## src/rtl/i2cm_pkg.sv

```systemverilog
// Shared types and constants for the I2C master bit sequencer.
`timescale 1ns / 1ps
`default_nettype none

package i2cm_pkg;

	localparam int BITS_PER_BYTE = 8;
	localparam int BIT_IDX_W     = $clog2(BITS_PER_BYTE);
	localparam logic [BIT_IDX_W-1:0] BIT_LAST = BIT_IDX_W'(BITS_PER_BYTE - 1);

	typedef enum logic [2:0] {
		OP_START    = 3'd0,
		OP_STOP     = 3'd1,
		OP_WRITE    = 3'd2,
		OP_READ     = 3'd3,
		OP_SEND_ACK = 3'd4,
		OP_READ_ACK = 3'd5
	} op_t;

	// Step index of the final phase within one bit slot.
	localparam logic [1:0] STEP_LAST_START = 2'd3;
	localparam logic [1:0] STEP_LAST_OTHER = 2'd2;

	typedef struct packed {
		op_t        op;
		logic [7:0] data_byte;
		logic       ack_level;
		logic [7:0] line_bits;
		logic [1:0] last_step;
		logic       multi_bit;
	} cmd_t;

	typedef struct packed {
		logic       scl;
		logic       sda;
		logic [7:0] read_value;
		logic       ack_seen;
		logic       last;
	} res_t;

endpackage

`default_nettype wire

```

## src/rtl/i2cm_fifo.sv

```systemverilog
// Two-entry first-in first-out queue with show-ahead read data.
`timescale 1ns / 1ps
`default_nettype none

module i2cm_fifo #(
	parameter int WIDTH = 1
) (
	input  wire logic             clk,
	input  wire logic             arst_n,
	input  wire logic             wr_en,
	input  wire logic [WIDTH-1:0] wr_data,
	output logic                  full,
	input  wire logic             rd_en,
	output logic [WIDTH-1:0]      rd_data,
	output logic                  empty
);

	logic [WIDTH-1:0] mem_q [2];
	logic             wr_ptr_q;
	logic             rd_ptr_q;
	logic [1:0]       count_q;
	logic             do_wr;
	logic             do_rd;

	assign full    = (count_q == 2'd2);
	assign empty   = (count_q == 2'd0);
	assign do_wr   = wr_en && !full;
	assign do_rd   = rd_en && !empty;
	assign rd_data = mem_q[rd_ptr_q];

	always_ff @(posedge clk) begin
		if (do_wr) begin
			mem_q[wr_ptr_q] <= wr_data;
		end
	end

	always_ff @(posedge clk or negedge arst_n) begin
		if (!arst_n) begin
			wr_ptr_q <= 1'b0;
			rd_ptr_q <= 1'b0;
			count_q  <= 2'd0;
		end else begin
			if (do_wr) begin
				wr_ptr_q <= !wr_ptr_q;
			end
			if (do_rd) begin
				rd_ptr_q <= !rd_ptr_q;
			end
			unique case ({do_wr, do_rd})
				2'b10:   count_q <= count_q + 2'd1;
				2'b01:   count_q <= count_q - 2'd1;
				default: count_q <= count_q;
			endcase
		end
	end

endmodule

`default_nettype wire

```

## src/rtl/i2cm_front.sv

```systemverilog
// Command decoder: classifies an incoming word and builds its queue descriptor.
`timescale 1ns / 1ps
`default_nettype none

module i2cm_front (
	input  wire logic        push,
	input  wire logic        q_full,
	input  wire logic [2:0]  command,
	input  wire logic [7:0]  data_byte,
	input  wire logic        ack_level,
	input  wire logic [7:0]  line_bits,
	output logic             q_wr,
	output i2cm_pkg::cmd_t   q_word
);

	logic known;

	always_comb begin
		known                = 1'b1;
		q_word.op            = i2cm_pkg::OP_START;
		q_word.data_byte     = data_byte;
		q_word.ack_level     = ack_level;
		q_word.line_bits     = line_bits;
		q_word.last_step     = i2cm_pkg::STEP_LAST_OTHER;
		q_word.multi_bit     = 1'b0;
		unique case (command)
			3'd0: begin
				q_word.op        = i2cm_pkg::OP_START;
				q_word.last_step = i2cm_pkg::STEP_LAST_START;
			end
			3'd1: q_word.op = i2cm_pkg::OP_STOP;
			3'd2: begin
				q_word.op        = i2cm_pkg::OP_WRITE;
				q_word.multi_bit = 1'b1;
			end
			3'd3: begin
				q_word.op        = i2cm_pkg::OP_READ;
				q_word.multi_bit = 1'b1;
			end
			3'd4: q_word.op = i2cm_pkg::OP_SEND_ACK;
			3'd5: q_word.op = i2cm_pkg::OP_READ_ACK;
			default: known = 1'b0;
		endcase
	end

	// Unused codes are taken off the port but never reach the sequencer.
	assign q_wr = push && !q_full && known;

endmodule

`default_nettype wire

```

## src/rtl/i2cm_back.sv

```systemverilog
// Pin sequencer: plays one queued command out as SCL/SDA phases into a result queue.
`timescale 1ns / 1ps
`default_nettype none

module i2cm_back (
	input  wire logic           clk,
	input  wire logic           arst_n,
	input  wire logic           cmd_valid,
	input  wire i2cm_pkg::cmd_t cmd,
	output logic                cmd_pop,
	input  wire logic           res_pop,
	output logic                res_empty,
	output i2cm_pkg::res_t      res
);

	logic                             scl_q;
	logic                             sda_q;
	logic [1:0]                       step_q;
	logic [i2cm_pkg::BIT_IDX_W-1:0]   bit_q;
	logic                             res_full;
	logic                             adv;
	logic                             step_wrap;
	logic                             fin;
	i2cm_pkg::res_t                   phase;
	logic [$bits(i2cm_pkg::res_t)-1:0] res_bits;

	assign adv       = cmd_valid && !res_full;
	assign step_wrap = (step_q == cmd.last_step);
	assign fin       = step_wrap && (!cmd.multi_bit || (bit_q == i2cm_pkg::BIT_LAST));
	assign cmd_pop   = adv && fin;

	always_comb begin
		phase.scl        = scl_q;
		phase.sda        = sda_q;
		phase.read_value = 8'd0;
		phase.ack_seen   = 1'b0;
		phase.last       = fin;
		unique case (cmd.op)
			i2cm_pkg::OP_START: begin
				unique case (step_q)
					2'd0:    phase.sda = 1'b1;
					2'd1:    phase.scl = 1'b1;
					2'd2:    phase.sda = 1'b0;
					default: phase.scl = 1'b0;
				endcase
			end
			i2cm_pkg::OP_STOP: begin
				unique case (step_q)
					2'd0:    phase.sda = 1'b0;
					2'd1:    phase.scl = 1'b1;
					default: phase.sda = 1'b1;
				endcase
			end
			default: begin
				// Byte and ack slots share one shape: set SDA, raise SCL, drop SCL.
				unique case (step_q)
					2'd0: begin
						unique case (cmd.op)
							i2cm_pkg::OP_WRITE:    phase.sda = cmd.data_byte[~bit_q];
							i2cm_pkg::OP_SEND_ACK: phase.sda = cmd.ack_level;
							default:               phase.sda = 1'b1;
						endcase
					end
					2'd1:    phase.scl = 1'b1;
					default: phase.scl = 1'b0;
				endcase
				// Every bit of the byte is sampled, so the assembled value is the line word.
				if (fin && cmd.op == i2cm_pkg::OP_READ) begin
					phase.read_value = cmd.line_bits;
				end
				if (fin && cmd.op == i2cm_pkg::OP_READ_ACK) begin
					phase.ack_seen = cmd.line_bits[7];
				end
			end
		endcase
	end

	always_ff @(posedge clk or negedge arst_n) begin
		if (!arst_n) begin
			scl_q  <= 1'b1;
			sda_q  <= 1'b1;
			step_q <= 2'd0;
			bit_q  <= '0;
		end else if (adv) begin
			scl_q <= phase.scl;
			sda_q <= phase.sda;
			if (fin) begin
				step_q <= 2'd0;
				bit_q  <= '0;
			end else if (step_wrap) begin
				step_q <= 2'd0;
				bit_q  <= bit_q + i2cm_pkg::BIT_IDX_W'(1);
			end else begin
				step_q <= step_q + 2'd1;
			end
		end
	end

	i2cm_fifo #(
		.WIDTH($bits(i2cm_pkg::res_t))
	) u_res_fifo (
		.clk    (clk),
		.arst_n (arst_n),
		.wr_en  (adv),
		.wr_data(phase),
		.full   (res_full),
		.rd_en  (res_pop),
		.rd_data(res_bits),
		.empty  (res_empty)
	);

	assign res = i2cm_pkg::res_t'(res_bits);

endmodule

`default_nettype wire

```

## src/rtl/i2c_master_bit_sequencer_core.sv

```systemverilog
// Top level of the I2C master bit sequencer.
`timescale 1ns / 1ps
`default_nettype none

// I2C master pin sequencer. Each command word pushed in (start, stop, write byte,
// read byte, send ack, read ack) comes out as a series of result words, one per
// pin write, giving SCL and SDA after that write; the final word of a command has
// last set and carries the read byte or the sampled ack. The sequencer emits one
// phase per clock cycle while a command is queued and the result queue has room;
// a start gives 4 phases, a stop or either ack 3, and a byte 24 (three phases for
// each of 8 bits); that phase rate sets the throughput. A two-entry command queue
// sits in front of the sequencer and a two-entry result queue behind it, so the
// next command is taken while the current one plays out and a stalled pop only
// holds the sequencer. Read data is not taken from a pin: line_bits supplies the
// SDA level seen at each SCL-high sample, bit 7 first. Command codes 6 and 7 are
// accepted and dropped without any result. Pin levels start released high after
// reset and otherwise carry over between commands.

module i2c_master_bit_sequencer_core (
	input  wire logic       clk,
	input  wire logic       arst_n,
	input  wire logic       push,
	output logic            full,
	input  wire logic [2:0] command,
	input  wire logic [7:0] data_byte,
	input  wire logic       ack_level,
	input  wire logic [7:0] line_bits,
	output logic            empty,
	input  wire logic       pop,
	output logic            scl,
	output logic            sda,
	output logic [7:0]      read_value,
	output logic            ack_seen,
	output logic            last
);

	logic                              q_wr;
	i2cm_pkg::cmd_t                    q_word;
	logic                              q_empty;
	logic                              q_pop;
	logic [$bits(i2cm_pkg::cmd_t)-1:0] q_head_bits;
	i2cm_pkg::cmd_t                    q_head;
	i2cm_pkg::res_t                    res;

	i2cm_front u_front (
		.push     (push),
		.q_full   (full),
		.command  (command),
		.data_byte(data_byte),
		.ack_level(ack_level),
		.line_bits(line_bits),
		.q_wr     (q_wr),
		.q_word   (q_word)
	);

	i2cm_fifo #(
		.WIDTH($bits(i2cm_pkg::cmd_t))
	) u_cmd_fifo (
		.clk    (clk),
		.arst_n (arst_n),
		.wr_en  (q_wr),
		.wr_data(q_word),
		.full   (full),
		.rd_en  (q_pop),
		.rd_data(q_head_bits),
		.empty  (q_empty)
	);

	assign q_head = i2cm_pkg::cmd_t'(q_head_bits);

	i2cm_back u_back (
		.clk      (clk),
		.arst_n   (arst_n),
		.cmd_valid(!q_empty),
		.cmd      (q_head),
		.cmd_pop  (q_pop),
		.res_pop  (pop),
		.res_empty(empty),
		.res      (res)
	);

	assign scl        = res.scl;
	assign sda        = res.sda;
	assign read_value = res.read_value;
	assign ack_seen   = res.ack_seen;
	assign last       = res.last;

endmodule

`default_nettype wire

```

## config.mk

```make
export PLATFORM = sky130hd
export DESIGN_NAME = i2c_master_bit_sequencer_core
export DESIGN_NICKNAME = d
export VERILOG_FILES = /design/src/rtl/i2cm_pkg.sv /design/src/rtl/i2cm_fifo.sv /design/src/rtl/i2cm_front.sv /design/src/rtl/i2cm_back.sv /design/src/rtl/i2c_master_bit_sequencer_core.sv
export SDC_FILE = /design/constraint.sdc
export NUM_CORES = 1
export LEC_CHECK = 0
export ABC_AREA = 1
export BUFFER_PORTS_ARGS = -buffer_cell sky130_fd_sc_hd__buf_2
export CAP_MARGIN = 0
export CORE_MARGIN = 1
export CORE_UTILIZATION = 30
export DETAILED_ROUTE_END_ITERATION = 12
export GPL_ROUTABILITY_DRIVEN = 0
export PLACE_DENSITY = 0.49
export SYNTH_ARGS = -nofsm -noshare
export SYNTH_HDL_FRONTEND = slang
export SYNTH_HIERARCHICAL = 1
export SYNTH_SLANG_ARGS = --single-unit
```

## constraint.sdc

```tcl
create_clock -name clk -period 2.95 [get_ports clk]
set_input_delay 0.1475 -clock clk [delete_from_list [all_inputs] [get_ports clk]]
set_output_delay 0.1475 -clock clk [all_outputs]
set_load 0.05 [all_outputs]
```

Word-level counts from Yosys, hierarchy flattened

Memories as Yosys holds them, arrays and structs flattened.
Index checks and enable logic that the tools add are counted.

Register bits after elaboration: 15
Bits in writable memories: 68
Input bits: 24
Output and inout bits: 14
Memories: 2

Add/sub/neg operators: 6
Magnitude comparators: 1
Equal/unequal tests: 20
Multiplexer cells: 27
Bitwise logic cells: 1
Reduce and logical (&&, ||, !) cells: 34

Memory list:

| name                    | words | bits a word | rd ports | clocked after Yosys merged registers in | write ports | RTL line        | source |
|---|---|---|---|---|---|---|---|
| u_cmd_fifo.mem_q        | 2     | 22          | 1        | 0                                       | 1           | i2cm_fifo.sv:18 | `logic [WIDTH-1:0] mem_q [2];` |
| u_back.u_res_fifo.mem_q | 2     | 12          | 1        | 0                                       | 1           | i2cm_fifo.sv:18 |  |

Operator list:

| cell                  | number |
|---|---|
| $eq A3 B3 Y1 const B  | 5 |
| $pmux W3 S5           | 1 |
| $eq A3 B2 Y1 const B  | 4 |
| $pmux W2 S2           | 3 |
| $logic_and A1 B1 Y1   | 11 |
| $mux W1               | 11 |
| $eq A2 B2 Y1 const B  | 5 |
| $pmux W1 S2           | 5 |
| $logic_not A1 Y1      | 9 |
| $mux W9               | 1 |
| $mux W8               | 1 |
| $add A2 B1 Y2 const B | 3 |
| $eq A2 B1 Y1 const B  | 3 |
| $eq A3 B1 Y1 const B  | 2 |
| $logic_not A2 Y1      | 3 |
| $logic_not A3 Y1      | 2 |
| $mux W3               | 2 |
| $reduce_bool A2 Y1    | 3 |
| $reduce_or A2 Y1      | 3 |
| $reduce_or A6 Y1      | 1 |
| $lt A3 B4 Y1 const B  | 1 |
| $mux W2               | 2 |
| $sub A2 B1 Y2 const B | 2 |
| $add A3 B1 Y3 const B | 1 |
| other kinds (5)       | 5 |

Logic depth before layout (Yosys ltp)

An unclocked memory read counts as a cell.

Word-level depth: 8
Depth in mapped cells: 16
Gate-level depth less buffers: 16

Hierarchy

Netlist, hierarchy kept.

By module, submodules not included:

| module                         | times used | cells each | area each (um^2) |
|---|---|---|---|
| i2cm_fifo at u_cmd_fifo        | 1          | 153        | 1926.8 |
| i2cm_fifo at u_back.u_res_fifo | 1          | 95         | 1103.6 |
| i2cm_back                      | 1          | 106        | 679.4 |
| i2cm_front                     | 1          | 33         | 195.2 |
| i2c_master_bit_sequencer_core  | 1          | 1          | 3.8 |

Least setup slack after synthesis

OpenSTA, ideal clock, no wires.

Path kind: register to register
Start: register u_cmd_fifo.count_q[1]
End: memory u_cmd_fifo/mem_q[1][0] (netlist name), enable pin
Setup time: 0.403 ns
Arrival: 1.988 ns
Data required time: 2.547 ns
Slack: 0.560 ns
Stages on the path, launching flop included: 8
Path buffers: 0
Period minus slack after synthesis: 2.390 ns
Cells stage by stage: dfrtp_1 -> inv_1 -> nor2_2 -> inv_1 -> nand2_1 -> nor2_1 -> o21ai_2 -> nor2_1

Cells in the longest elaborated chain, start to end: 7

RTL lines:

| what                              | RTL line                            | source |
|---|---|---|
| start, declared                   | i2cm_fifo.sv:21                     | `logic [1:0] count_q;` |
| start signal, assigned            | i2cm_fifo.sv:50                     | `2'b10: count_q <= count_q + 2'd1;` |
| start signal, assigned            | i2cm_fifo.sv:51                     | `2'b01: count_q <= count_q - 2'd1;` |
| start signal, assigned            | i2cm_fifo.sv:52                     | `default: count_q <= count_q;` |
| $eq A2 B2 Y1                      | i2cm_fifo.sv:25                     | `assign full = (count_q == 2'd2);` |
| via full                          | i2c_master_bit_sequencer_core.sv:23 | `output logic full,` |
| $logic_not A1 Y1                  | i2cm_front.sv:47                    | `assign q_wr = push && !q_full && known;` |
| $logic_and A1 B1 Y1 (2 in series) | i2cm_front.sv:47                    |  |
| via q_wr                          | i2c_master_bit_sequencer_core.sv:37 | `logic q_wr;` |
| $logic_and A1 B1 Y1               | i2cm_fifo.sv:27                     | `assign do_wr = wr_en && !full;` |
| $mux W1                           | i2cm_fifo.sv:32                     | `if (do_wr) begin` |
| $mux W1 (implied by the code)     | i2cm_fifo.sv:33                     | `mem_q[wr_ptr_q] <= wr_data;` |
| end, declared                     | i2cm_fifo.sv:18                     |  |

The timed path passes the listed nets, and every way through them passes these cells.

==> out/metrics.cfg <==
[outcome]
status = finished, final reports clean

[die]
core-area_sq_um = 12700
initial_core_util_pct = 30.8
die_x_um = 116
io_pins = 38
die_y_um = 116
die_area_sq_um = 13500
core.rowCount = 41

[setup_path]
cp_top_family = simple AND/OR/NAND/NOR gates
path_depth = 13
max_stage_delay_ns = 0.67
crit_buf_inv = 3
crit_path_end_kind = flop
worst-setup-path-type = flop to flop
arrival_ns = 2.65
crit_chain = inv_4, nand2_1, nand2_1, xnor2_1, nand3_1, nor2_1, nand2_2, inv_1, ha_1, inv_1, nand3_1, nand2_1, nand2_1
required_ns = 3.17
r2r_cells = 13
crit_top_cell = nand2_1
start_kind = flop
crit_path_max_fanout = 24
slowest_stage = dfrtp_1

[sta]
max_freq_ghz = 0.412
report.final.slew_viol_count = 0
max-slew-margin-rel_pct = 64.4
worst_slew_pin_slew_ns = 0.533
min_period_ns = 2.42
setup-violations-final = 0
hold_viol = 0
rsz0062_at_grt = false
finalCritPeriodShare_pct = 82.2
tns_ns = 0
finClkSkew_ns = 0.00541

[layout]
diodes = 0
num-nets-final = 459
final_common_cell = nand2_1
utilization_pct = 36.1
drive_gt1_share_pct = 17.7
n_fill_cell = 1264
multi_input_area_sq_um = 1050
synthToLayoutAreaGrowth_pct = 16.9
seq_area_sq_um = 2480
layout_common_cells = nand2_1 (144), edfxtp_1 (70), inv_1 (42), buf_2 (37), nor2_1 (23)

[clock_network]
insertion_delay_ns = 0.33
cts_buffers = 9
cts_sinks = 85
hold_buffers = 10
cts_setup_buffers = 0
path_clk_slew_ns = 0.06
post_cts_resized = 0
htree_levels = 3
root_buffer = clkbuf_16
clock_path_buffers = 2
tritoncts = built

[place]
post-dp-hpwl_mm = 4.56
port_buffers = 37

[yosys]
yosys.area.top_type = edfxtp_1
synthTopCellsByArea = edfxtp_1 (54%), nand2_1 (14%), dfrtp_1 (8.3%), buf_4 (4.2%), inv_1 (4.0%)
netlist_area_sq_um = 3910
synth_compound_area_share_pct = 2.18
synth_simple_gate_area_share_pct = 21.6
synthDistinctLibCells = 32
synth_top_family_by_area = simple AND/OR/NAND/NOR gates
syn-instance-count = 388
yosys.area.top_type_share_pct = 53.8
syn_area_per_cell_sq_um = 10.1
yosys.area_share.adder_pct = 1.92
ys_ff_latch = 85
syn_nets = 418
synth_mux_area_share_pct = 0
synth_seq_area_share_pct = 63.4
synth_xor_area_share_pct = 0.896
yosys_warnings = 6

[grt]
grt_usage_pct = 10.9
grt_start_max_net_pins = 25
grt_pass1_vias = 2217
antenna_found_initial = 0
gr-total-overflow = 0
grt_first_pass_wirelength_mm = 10.9

[min_path]
hp-class = input pin to flop
hold_depth = 1

[power_and_ir_drop]
ir_drop_v = 0.000348
p_leak_uw = 0.00206
power.density_nw_per_um2 = 1090

[drt]
dr_total_vias = 2451
wl_per_cell_um = 11.0
via_per_inst = 4.04
routed_wl_mm = 6.66
drt_iter0_drc = 160
drt_first_pass_iters = 4
drc = 0
ant_nets = 0

[job]
maxCapViolCount = 0

-- worst register-to-register path, cell delays in order, from the launching register on --
cell and delay (ns):
dfrtp_1 0.67, inv_4 0.23, nand2_1 0.11, nand2_1 0.07, xnor2_1 0.20, nand3_1 0.21, nor2_1 0.22, nand2_2 0.08
inv_1 0.05, ha_1 0.23, inv_1 0.08, nand3_1 0.07, nand2_1 0.06, nand2_1 0.04
-- cell type report --
type | instances | area share (%)
timing repair buffer | 56 | 8.00
tap | 172 | 4.71
sequential | 85 | 54.3
inverter | 49 | 4.08
multi-input combinational | 228 | 22.9
clock inverter | 7 | 1.10
clock buffer | 9 | 4.93
-- Yosys cell counts --
cell and n:
edfxtp_1 70, nand4_1 3, buf_4 22, dfrtp_1 13
a22oi_1 2, nand3b_1 1, a21oi_1 4, or2_2 1
and2_1 1, dfstp_2 2, ha_1 6, inv_2 6
o31ai_1 1, nand2_1 144, buf_2 2, conb_1 1
xnor2_1 4, inv_1 42, o21ai_0 3, buf_6 2
nand2_2 4, nor3_1 3, a21boi_0 1, nand3_1 17
o21ai_2 1, nand4_4 1, o22ai_1 1, inv_4 1
nor2_4 1, nor2_1 24, o21ai_1 1, nor2_2 3
-- state kept, by name (all words and copies together) (netlist names) --
name                        cells
u_cmd_fifo/mem_q               46
u_back/u_res_fifo/mem_q        24
u_back/bit_q                    3
u_back/step_q                   2
u_back/u_res_fifo/count_q       2
u_cmd_fifo/count_q              2
u_back/scl_q                    1
u_back/sda_q                    1
u_back/u_res_fifo/rd_ptr_q      1
u_back/u_res_fifo/wr_ptr_q      1
u_cmd_fifo/rd_ptr_q             1
u_cmd_fifo/wr_ptr_q             1
-- metrics by stage --
step | hold WS (ns) | total power (uW) | cells | setup WS [ns] | area, sq um
2_1_floorplan | -0.148 | 3570 | 388 | 0.560 | 3910
5_1_grt | 0.000957 | 5370 | 606 | 0.191 | 4570
3_3_place_gp | 0.0877 | 3980 | 575 | 0.548 | 4140
6_report | 0.0142 | 4980 | 606 | 0.526 | 4570
4_1_cts | 0.0000135 | 5050 | 601 | 0.468 | 4520
3_5_place_dp | 0.0881 | 4000 | 575 | 0.486 | 4140
-- per-layer routing --
| metal | global-route usage, % | routed length [um] | vias up |
|---|---|---|---|
| met3 | 3.63 | 271 | 6 |
| met4 | 4.70 | 69 | 0 |
| met5 | 0 | 0 | - |
| met1 | 14.2 | 3440 | 1099 |
| li1 | - | - | 1307 |
| met2 | 16.4 | 2890 | 39 |
-- final timing paths --
path                       slack, ns                               from                                       end
setup reg to reg                0.53    u_cmd_fifo/rd_ptr_q$_DFFE_PN0P_         u_cmd_fifo/count_q[1]$_DFFE_PN0P_
max in group asynchronous       2.38                             arst_n                  u_back/sda_q$_DFFE_PN1P_
setup / recovery                0.53    u_cmd_fifo/rd_ptr_q$_DFFE_PN0P_         u_cmd_fifo/count_q[1]$_DFFE_PN0P_
hold reg to reg                 0.48  u_cmd_fifo/count_q[1]$_DFFE_PN0P_         u_cmd_fifo/count_q[1]$_DFFE_PN0P_
min in group asynchronous       0.27                             arst_n  u_back/u_res_fifo/count_q[1]$_DFFE_PN0P_
hold / removal                  0.01                       line_bits[0]          u_cmd_fifo/mem_q[0][3]$_DFFE_PP_
-- report_power, final --
part           switching [uW]  internal, uW  leakage (uW)  total (uW)
clock                     450           571      0.000129        1020
sequential                210          1760      0.000841        1970
combinational            1430           563       0.00109        1990
-- kinds of logic after synthesis --
family,count (synthesis)
AOI/OAI and AO/OA,14
xor gates and xnor gates,4
adders and majority gates,6
buffers and inverters,75
DFF,85
other,1
and+or+nand+nor,203
(Power assumes the default switching activity.)
